File: config.mk
export PLATFORM = sky130hd
export DESIGN_NAME = rgb2i_conv
export DESIGN_NICKNAME = d
export VERILOG_FILES = /design/src/design/rgb2i_pkg.sv /design/src/design/rgb2i_conv.sv
export SDC_FILE = /design/constraint.sdc
export NUM_CORES = 1
export LEC_CHECK = 0
export BUFFER_PORTS_ARGS = -buffer_cell sky130_fd_sc_hd__buf_2
export CORE_ASPECT_RATIO = 1.5
export CORE_UTILIZATION = 38
export DETAILED_ROUTE_END_ITERATION = 8
export GPL_ROUTABILITY_DRIVEN = 0
export GPL_TIMING_DRIVEN = 0
export SYNTH_ARGS = -nofsm -noshare
export SYNTH_HDL_FRONTEND = slang
export SYNTH_SLANG_ARGS = --single-unit
File: constraint.sdc
create_clock -name i_clk -period 16.35 [get_ports i_clk]
set_input_delay 0 -clock i_clk [delete_from_list [all_inputs] [get_ports i_clk]]
set_output_delay 0 -clock i_clk [all_outputs]
set_load 0.01 [all_outputs]
File: src/design/rgb2i_pkg.sv
// ----------------------------------------------------------------------------
// rgb2i_pkg
// Shared types, codes and constants for the RGB to I420 overlay block.
// ----------------------------------------------------------------------------
package rgb2i_pkg;

    // Default geometry
    localparam int OVERLAY_SIZE_DFLT = 64;
    localparam int FRAME_WIDTH_DFLT  = 352;
    localparam int FRAME_HEIGHT_DFLT = 288;

    // Configuration port
    localparam int CFG_W     = 11;
    localparam int CFG_IDX_W = 1;
    localparam logic [CFG_IDX_W-1:0] CFG_POS_X = 1'b0;
    localparam logic [CFG_IDX_W-1:0] CFG_POS_Y = 1'b1;

    // Request modes
    localparam logic MODE_LOAD  = 1'b0;
    localparam logic MODE_VIDEO = 1'b1;

    // Plane codes
    localparam logic [1:0] PLANE_LUMA = 2'd0;
    localparam logic [1:0] PLANE_U    = 2'd1;
    localparam logic [1:0] PLANE_V    = 2'd2;

    // BT.601 coefficients, Q16
    localparam logic [15:0] COEF_R = 16'd19595;
    localparam logic [15:0] COEF_G = 16'd38470;
    localparam logic [15:0] COEF_B = 16'd7471;
    localparam logic [15:0] COEF_U = 16'd36977;
    localparam logic [15:0] COEF_V = 16'd46728;

    // 127.5 in Q32, added before the chroma shift
    localparam logic signed [42:0] CHROMA_BIAS = 43'sd547608330240;

    typedef logic [7:0] t_pix;
    typedef logic [9:0] t_coord;

    // Write enables toward the overlay memories
    typedef struct packed {
        logic luma_we;
        logic chroma_we;
    } t_store_ctl;

    // Address width for a depth, at least one bit
    function automatic int clog2_min1(input int n);
        return (n > 1) ? $clog2(n) : 1;
    endfunction

endpackage

File: src/design/rgb2i_conv.sv
// ----------------------------------------------------------------------------
// rgb2i_conv
// Three-stage BT.601 color conversion: Q16 products, luma sum, chroma
// products; the chroma bias and clamp follow the last register.
// ----------------------------------------------------------------------------
module rgb2i_conv (
    input  logic          i_clk,
    input  logic          i_en,
    input  rgb2i_pkg::t_pix i_red,
    input  rgb2i_pkg::t_pix i_green,
    input  rgb2i_pkg::t_pix i_blue,
    output rgb2i_pkg::t_pix o_luma,
    output rgb2i_pkg::t_pix o_u,
    output rgb2i_pkg::t_pix o_v
);
    import rgb2i_pkg::*;

    logic [23:0]        r_s1_pr, r_s1_pg, r_s1_pb;
    t_pix               r_s1_red, r_s1_blue;
    logic [23:0]        r_s2_y16;
    t_pix               r_s2_red, r_s2_blue;
    t_pix               r_s3_luma;
    logic signed [41:0] r_s3_mu, r_s3_mv;

    logic signed [24:0] w_du, w_dv;
    logic signed [41:0] n_s3_mu, n_s3_mv;
    logic signed [42:0] w_su, w_sv;

    // Chroma differences and Q16 products
    always_comb begin
        w_du    = $signed({1'b0, r_s2_blue, 16'b0}) - $signed({1'b0, r_s2_y16});
        w_dv    = $signed({1'b0, r_s2_red, 16'b0}) - $signed({1'b0, r_s2_y16});
        n_s3_mu = 42'(w_du) * 42'($signed({1'b0, COEF_U}));
        n_s3_mv = 42'(w_dv) * 42'($signed({1'b0, COEF_V}));
    end

    // Advance the conversion pipeline
    always_ff @(posedge i_clk) begin
        if (i_en) begin
            r_s1_pr   <= 24'(i_red) * 24'(COEF_R);
            r_s1_pg   <= 24'(i_green) * 24'(COEF_G);
            r_s1_pb   <= 24'(i_blue) * 24'(COEF_B);
            r_s1_red  <= i_red;
            r_s1_blue <= i_blue;
            r_s2_y16  <= r_s1_pr + r_s1_pg + r_s1_pb;
            r_s2_red  <= r_s1_red;
            r_s2_blue <= r_s1_blue;
            r_s3_luma <= r_s2_y16[23:16];
            r_s3_mu   <= n_s3_mu;
            r_s3_mv   <= n_s3_mv;
        end
    end

    // Add the bias, shift and clamp to 0..255
    always_comb begin
        w_su = 43'(r_s3_mu) + CHROMA_BIAS;
        w_sv = 43'(r_s3_mv) + CHROMA_BIAS;
        if (w_su[42]) begin
            o_u = '0;
        end else if (|w_su[41:40]) begin
            o_u = '1;
        end else begin
            o_u = w_su[39:32];
        end
        if (w_sv[42]) begin
            o_v = '0;
        end else if (|w_sv[41:40]) begin
            o_v = '1;
        end else begin
            o_v = w_sv[39:32];
        end
    end

    assign o_luma = r_s3_luma;

endmodule

# Word level (Yosys, flattened, before mapping)

Index checks and enable logic that the tools add are counted.
W data, S select, Z words.

Flip-flop bits (word level): 212
Latch bits: 0
RAM bits: 0
Memory bits (read-only): 0
Bits of input ports: 26
Output and inout port bits: 24
Word-level logic and storage cells: 28
Memories kept: 0

Add/sub/neg operators: 6
Multiply operators: 5
Divide/modulo/power cells: 0
Magnitude comparators: 0
Equal/unequal tests: 0
Shift-type cells: 0
Muxes and demuxes: 4
Bitwise operators: 0
Reduce and logical (&&, ||, !) cells: 2

Operators by type and width:

| cell                     | number |
|---|---|
| $add A42 B40 Y43 const B | 2 |
| $sub A24 B24 Y25         | 2 |
| $mul A8 B15 Y23 const B  | 2 |
| $mul A25 B17 Y42 const B | 1 |
| $mul A25 B14 Y39 const B | 1 |
| $mux W8                  | 4 |
| $add A23 B24 Y24         | 1 |
| $add A24 B21 Y24         | 1 |
| $mul A8 B13 Y21 const B  | 1 |
| $reduce_or A2 Y1         | 2 |

# Depth between registers and ports, before layout

Gate-level depths: netlist (run 1).

Depth after elaboration: 4
Depth in mapped cells: 31
Depth with buffers taken out: 30

# Worst setup path before layout (run 1)

Ideal clock, no wire load.

Path type: register -> register
Start point: register r_s2_y16[0]
End point: register r_s3_mv[41], data pin
Setup time: 258 ps
Arrival: 8417 ps
Data required time: 16092 ps
Path slack: 7675 ps
Stages on the path, launching flop included: 26
Buffers on the path: 0
Period minus slack after synthesis: 8675 ps
Path through: edfxtp_1 inv_1 ha_1 nor3b_1 a41o_1 a21o_1 a41o_1 o21a_1 o21ai_0 a21oi_1 inv_1 ha_1 fa_1 fa_1 fa_1 fa_1 inv_1 fa_1 inv_1 ha_1 or2_2 o311ai_1 o21ai_0 o41a_1 a21oi_1 xnor2_1

Longest elaborated chain between the ends: 2

Ends and longest elaborated chain:

| what                     | RTL line         | RTL |
|---|---|---|
| start: declaration       | rgb2i_conv.sv:20 | `logic [23:0] r_s2_y16;` |
| start signal: assignment | rgb2i_conv.sv:45 | `r_s2_y16 <= r_s1_pr + r_s1_pg + r_s1_pb;` |
| $sub A24 B24 Y25         | rgb2i_conv.sv:32 | `w_dv = $signed({1'b0, r_s2_red, 16'b0}) - $signed({1'b0, r_s2_y16});` |
| $mul A25 B14 Y39         | rgb2i_conv.sv:34 | `n_s3_mv = 42'(w_dv) * 42'($signed({1'b0, COEF_V}));` |
| net n_s3_mv[41]          | rgb2i_conv.sv:26 | `logic signed [41:0] n_s3_mu, n_s3_mv;` |
| end signal: assignment   | rgb2i_conv.sv:50 | `r_s3_mv <= n_s3_mv;` |
| end: declaration         | rgb2i_conv.sv:23 | `logic signed [41:0] r_s3_mu, r_s3_mv;` |

The timed path passes the listed nets, and every way through them passes these cells.
A chain may end at the register's enable or synchronous reset.

# Worst setup path in the final report (run 1)

Start point: register r_s2_y16[0]
End point: register r_s3_mu[40], data pin

Longest elaborated chain between the ends: 2

Ends and longest elaborated chain:

| what                   | RTL line         | RTL |
|---|---|---|
| $sub A24 B24 Y25       | rgb2i_conv.sv:31 | `w_du = $signed({1'b0, r_s2_blue, 16'b0}) - $signed({1'b0, r_s2_y16});` |
| $mul A25 B17 Y42       | rgb2i_conv.sv:33 | `n_s3_mu = 42'(w_du) * 42'($signed({1'b0, COEF_U}));` |
| net n_s3_mu[40]        | rgb2i_conv.sv:26 |  |
| end signal: assignment | rgb2i_conv.sv:49 | `r_s3_mu <= n_s3_mu;` |
| end: declaration       | rgb2i_conv.sv:23 |  |

The timed path passes the listed nets, and every way through them passes these cells.

==> reports/metrics.csv, run 1 <==
stage,metric,value,unit
route,routed wire length,50.49,mm
critical_path,Critical Path Sink Type,flip-flop,
logic_synthesis,Post-Synthesis Cells,2253,
timing,Worst-Margin Slew,1.468,ns
logic_synthesis,cell type with the largest total area after synthesis,sky130_fd_sc_hd__ha_1,
logic_synthesis,count of flip-flops with a built-in enable after synthesis,151,
critical_path,longest individual stage delay on the worst path,0.62,ns
route,Post-DRT Antenna Nets,0,
layout,Antenna diodes,0,
critical_path,FF-to-FF setup slack,6.58,ns
timing,final worst-path cycle share,59.77,%
clock_network,"Gates resized, CTS repair",0,
floorplanning,effective utilization at floorplan,38.62,%
hold_path,Hold/Removal Path Class,input pin to flip-flop,
critical_path,required time of the critical path,16.56,ns
clock_network,depth of the CTS H-tree,4,
placement,port buffer count,49,
logic_synthesis,total nets after synthesis,3093,
route,DRC violation count after routing,0,
route,Detailed Route Iter0 Violations,469,
route,ratio of routed vias to standard cells,4.918,
layout,register area,4534,um^2
timing,Final min period,9.773,ns
layout,nets@finish,3184,
critical_path,critical-path cell with the highest stage delay,sky130_fd_sc_hd__a2111oi_0,
floorplanning,DIE AREA,63400,um^2
timing,headroom to the max-slew limit,1.405,%
layout,Filler Cells Inserted,5875,
placement,DPL Wire Length,43.84,mm
floorplanning,core region area,61390,um^2
route,total via count in the routed design,15480,
logic_synthesis,async set or reset register ratio after synthesis,0,%
clock_network,post-CTS clock slew at the launch and capture registers of the worst setup and hold paths,0.07,ns
layout,area used by multi-input combinational logic,17090,um^2
timing,clock tree skew after final layout,0.01915,ns
job,number of maximum-capacitance violations,0,
timing,count of final setup violators,0,
critical_path,CP Data Arrival Time,9.99,ns
grt,overall global routing resource usage,16.83,%
route,routed length per placed instance,16.04,um
logic_synthesis,primary flip-flop cell chosen by synthesis mapping,sky130_fd_sc_hd__edfxtp_1,
timing,number of slew-limit violations in the final report,0,
timing,sum of negative setup slack,0,ns
timing,setup repair after global routing missed its margin,false,
logic_synthesis,Yosys cell types,63,
logic_synthesis,Yosys reg bits,151,
grt,via count of the first global-routing pass,16840,
logic_synthesis,most numerous cell types in the synthesized netlist,"sky130_fd_sc_hd__inv_1 (556), sky130_fd_sc_hd__ha_1 (519), sky130_fd_sc_hd__fa_1 (295), sky130_fd_sc_hd__edfxtp_1 (151), sky130_fd_sc_hd__a21oi_1 (110)",
clock_network,total CTS buffers,17,
logic_synthesis,leading cell types by total area after synthesis,"sky130_fd_sc_hd__ha_1 (27%), sky130_fd_sc_hd__fa_1 (25%), sky130_fd_sc_hd__edfxtp_1 (19%)",
clock_network,Clock Sink Count,151,
timing,Final Hold Vio Count,0,
placement,Cell Count Post-Placement,3098,
clock_network,number of post-CTS setup repair buffers,0,
floorplanning,number of top-level pins,50,
placement,pre-CTS setup slack,6.479,ns
critical_path,Critical Path Start Type,flip-flop,
layout,synthesis-to-layout area growth,8.962,%
layout,fin cells,3148,
floorplanning,number of cell rows,111,
grt,first-pass GRT wire length,82.81,mm
logic_synthesis,"Cell Area, Synth",23710,um^2
floorplanning,overall die height,307.9,um
logic_synthesis,part of the Yosys area used for sequential elements,19.13,%
timing,Peak Freq,102.3,MHz
grt,total global routing overflow,0,
clock_network,clock network latency to the later pin of the worst-skew pair,0.46,ns
route,total iterations of the first detailed-routing run,5,
logic_synthesis,YS warnings,0,
grt,number of antenna violations at the first check in global routing,0,
outcome,run status,completed,
clock_network,CTS tree,done,
logic_synthesis,area share of the largest cell type after synthesis,27.39,%
layout,fraction of layout instances using a drive strength above 1,4.752,%
grt,pin count of the biggest net entering global routing,78,
timing,worst setup slack after layout,6.577,ns
clock_network,clock buffer depth,2,
critical_path,kind of critical path,flip-flop to flip-flop,
logic_synthesis,mean cell area of the mapped netlist,10.52,um^2
logic_synthesis,leading cell type by number of instances after synthesis,sky130_fd_sc_hd__inv_1,
critical_path,critical path peak fanout,16,
clock_network,buffer cell driving the clock tree root,sky130_fd_sc_hd__clkbuf_16,
floorplanning,die span in x,205.9,um
## critical path, delay by kind of cell (launching register included)
family	cells	cell delay [ns]
AO/OA/AOI/OAI	11	3.04
XOR/XNOR	3	0.49
buffers and inverters	6	1.15
flip-flops	1	0.58
adder cells (fa/ha/maj)	7	2.87
AND/OR/NAND/NOR	3	1.39
## sequential cells by signal, summed over array words and instances (netlist names)
signal     cells
r_s2_y16      24
r_s1_pg       23
r_s1_pr       22
r_s1_pb       20
r_s3_mu       11
r_s3_mv       11
o_luma         8
r_s1_blue      8
r_s1_red       8
r_s2_blue      8
r_s2_red       8
## placed cells by master, fill, tap and decap left out, drive strengths merged, types with 8 or more instances in the layout
cell	n
clkbuf	21
nor3	21
o21ai	47
mux2i	8
dlygate4sd3	18
o31ai	9
edfxtp	151
a21o	40
ha	519
o21a	10
nand2	53
a211oi	12
inv	565
and3	8
nor4	8
nor2	79
fa	295
buf	57
nand3	22
o21bai	11
a31oi	13
nor2b	14
xor2	45
nand2b	13
a21oi	110
xnor2	108
## path summary, 6_finish.rpt
check,from,to,cells after the start
max,r_s2_y16[0],r_s3_mu[40],30
min,i_en,r_s1_pg[23],1
max reg2reg,r_s2_y16[0],r_s3_mu[40],30
min reg2reg,r_s1_blue[6],r_s2_blue[6],0
## layout make-up
class                      instances  area share (%)
multi-input combinational       1539           66.15
clock buffer                      17           1.647
inverter                         556           8.080
clock inverter                    15          0.6200
buffer                             7          0.1502
tap                              791           3.832
sequential                       151           17.55
timing repair buffer              72           1.967
## metrics by stage
stage          util (%)  area (um^2)  hold slack, ns
2_1_floorplan         -        23710         0.09887
5_1_grt           42.08        25830         0.08524
3_5_place_dp      40.83        25060          0.3080
3_3_place_gp      40.63        24940          0.3101
6_report          42.08        25830         0.06184
4_1_cts           42.08        25830         0.07033
## logic make-up after synthesis
family                     share of synthesized area, %
xor gates and xnor gates                          5.653
muxes                                            0.3378
DFF                                               19.13
and+or+nand+nor                                   5.537
buffers and inverters                             8.968
adders and majority gates                         52.31
AOI/OAI and AO/OA                                 8.070
## layer usage
layer / share of wire (%) / GRT usage [%]
met5: 0 / 0
met4: 3.9 / 7.336
met3: 1.7 / 1.807
met2: 56 / 33.35
met1: 38 / 17.33
## what timing repair did
item                                    4_1_cts  5_1_grt
endpoints found under the setup margin        0        0
endpoints found under the hold margin        18        0
hold buffers                                 18        0
Power of run 1 is left out: the tool's default activity adds up to more than one toggle a clock period on the data nets, which glitch-free logic cannot reach.
==> inputs of run 2 (changes only) <==
==> constraint.sdc (replaced) <==
create_clock -name i_clk -period 9.7 [get_ports i_clk]
set_input_delay 0 -clock i_clk [delete_from_list [all_inputs] [get_ports i_clk]]
set_output_delay 0 -clock i_clk [all_outputs]
set_load 0.01 [all_outputs]
==> reports/metrics.csv, run 2 (synthesized netlist as in run 1, its figures left out) <==
stage,metric,value,unit,change
outcome,run status,completed,,
layout,register bank with the most flops,r_s2_y16,,
floorplanning,die span in x,205.9,um,unchanged
hold_path,Hold Path Depth,1,,unchanged
timing,count of final setup violators,0,,unchanged
critical_path,Critical Path Sink Type,flip-flop,,
clock_network,total CTS buffers,17,,unchanged
hold_path,Hold/Removal Path Class,input pin to flip-flop,,
clock_network,Clock Sink Count,151,,unchanged
critical_path,FF-to-FF setup slack,0.57,ns,-6.01 ns
timing,Worst-Margin Slew,1.459,ns,-0.009200 ns
route,total iterations of the first detailed-routing run,5,,unchanged
route,DRC violation count after routing,0,,unchanged
placement,port buffer count,49,,unchanged
floorplanning,effective utilization at floorplan,38.62,%,unchanged
hold_path,Hold Crit Start,i_en,,
grt,first-pass GRT wire length,82.75,mm,about the same
route,ratio of routed vias to standard cells,4.912,,-0.13%
timing,number of slew-limit violations in the final report,0,,unchanged
clock_network,CTS tree,done,,
critical_path,origin of the critical flop-to-flop path,r_s2_y16[0],,
timing,final worst-path cycle share,94.11,%,+34 points
route,met2 routed wirelength,28.57,mm,+0.23%
clock_network,depth of the CTS H-tree,4,,unchanged
floorplanning,DIE AREA,63400,um^2,unchanged
layout,biggest regs,"r_s2_y16 x24, r_s1_pg x23, r_s1_pr x22",,
layout,final design utilization,42.12,%,about the same
critical_path,end of the worst register-to-register path,r_s3_mv[41],,
layout,max FFs per register,24,,unchanged
timing,Peak Freq,109.5,MHz,+7.1%
floorplanning,number of cell rows,111,,unchanged
timing,Final Hold Vio Count,0,,unchanged
floorplanning,core region area,61390,um^2,unchanged
grt,total global routing overflow,0,,unchanged
job,number of maximum-capacitance violations,0,,unchanged
route,Detailed Route Iter0 Violations,433,,-7.7%
clock_network,buffer cell driving the clock tree root,sky130_fd_sc_hd__clkbuf_16,,
layout,most frequent cells in the layout,"sky130_fd_sc_hd__inv_1 (556), sky130_fd_sc_hd__ha_1 (519), sky130_fd_sc_hd__fa_1 (295)",,
grt,via count of the first global-routing pass,16850,,+0.077%
layout,most frequent standard cell in the layout excluding fill and tap cells,sky130_fd_sc_hd__inv_1,,
layout,Antenna diodes,0,,unchanged
grt,overall global routing resource usage,16.80,%,-0.027 points
critical_path,number of cells on the worst reg-to-reg path,25,,-17%
hold_path,endpoint of the worst hold path,r_s1_pg[23],,
timing,sum of negative setup slack,0,ns,unchanged
clock_network,clock buffer depth,2,,unchanged
route,amount of wire on met3 after detailed routing,735,um,-13%
layout,synthesis-to-layout area growth,9.062,%,about the same
critical_path,kind of critical path,flip-flop to flip-flop,,
critical_path,critical-path cell with the highest stage delay,sky130_fd_sc_hd__xnor2_1,,
route,total via count in the routed design,15460,,-0.13%
timing,headroom to the max-slew limit,2.023,%,+0.62 points
route,Post-DRT Antenna Nets,0,,unchanged
timing,clock tree skew after final layout,0.01523,ns,-0.003913 ns
grt,pin count of the biggest net entering global routing,78,,unchanged
layout,Filler Cells Inserted,5872,,-0.051%
grt,number of antenna violations at the first check in global routing,0,,unchanged
critical_path,Critical Path Start Type,flip-flop,,
critical_path,CP Data Arrival Time,9.33,ns,-0.66 ns
route,routed wire length,50.42,mm,-0.13%
clock_network,post-CTS clock slew at the launch and capture registers of the worst setup and hold paths,0.07,ns,about the same
route,routed length per placed instance,16.02,um,-0.13%
floorplanning,overall die height,307.9,um,unchanged
timing,Final min period,9.129,ns,-0.6440 ns
critical_path,critical path peak fanout,11,,-5
placement,DPL Wire Length,43.84,mm,unchanged
critical_path,cell repeated most along the worst path,sky130_fd_sc_hd__inv_1,,
layout,fraction of layout instances using a drive strength above 1,4.922,%,+0.17 points
route,top routing layer in use,met4,,
route,wl on met1,19.26,mm,+0.46%
layout,nets@finish,3184,,unchanged
critical_path,longest individual stage delay on the worst path,0.69,ns,+0.07 ns
clock_network,clock network latency to the later pin of the worst-skew pair,0.45,ns,about the same
floorplanning,number of top-level pins,50,,unchanged
critical_path,required time of the critical path,9.91,ns,-6.65 ns
[run 2: cell counts in the layout (fill, tap and decap cells not counted)]
No cell type changed its count.
[run 2: routing by layer]
metal  vias up  GRT usage, %
li1       7613             -
met1      7642         17.32
met2       146         33.37
met3        62         1.743
met4         0         7.199
met5         -             0
[run 2: final cells by class]
cell class	instances	area, um^2	area share, %
Multi-Input combinational cell	1539	17110	66.18
Sequential cell	151	4534	17.54
Inverter	556	2087	8.072
Tap cell	791	989.7	3.828
Timing Repair Buffer	72	508.0	1.965
Clock buffer	17	425.4	1.645
Clock inverter	15	160.2	0.6195
Buffer	7	38.79	0.1500
[run 2: worst max path at each step]
| stage | startpoint | to |
|---|---|---|
| after floorplan | r_s2_y16[0] | r_s3_mv[41] |
| after global placement | r_s2_y16[0] | r_s3_mv[41] |
| after detailed placement | r_s2_y16[0] | r_s3_mu[40] |
| after CTS | r_s2_y16[0] | r_s3_mv[41] |
| after global routing | r_s2_y16[0] | r_s3_mu[40] |
| final | r_s2_y16[0] | r_s3_mv[41] |
[run 2: worst max-delay path, delay by kind of cell (launching register included)]
family	cells	cell delay, ns
xor gates and xnor gates	2	0.81
AOI/OAI and AO/OA	6	1.92
DFF	1	0.59
and+or+nand+nor	5	2.13
buffers and inverters	6	0.57
adders and majority gates	6	2.86
[run 2: what timing repair did]
action / CTS / global route
hold buffers: 18 / 0
endpoints found under the setup margin: 1 / 9
buffers inserted: 0 / 0
gates cloned: 0 / 0
gates resized for setup: 1 / 4
hold endpoints to repair: 18 / 0
[run 2: stage by stage]
step	setup WS, ns	hold slack, ns	area (um^2)	std cells
after floorplan	1.025	0.09887	23710	2253
after global placement	-0.4308	0.3101	24940	3093
after detailed placement	-0.1715	0.3080	25060	3098
after CTS	0.007948	0.07033	25830	3148
after global routing	-0.03764	0.08727	25850	3148
final	0.5710	0.07637	25850	3148
Power of run 2 is left out for the same reason.
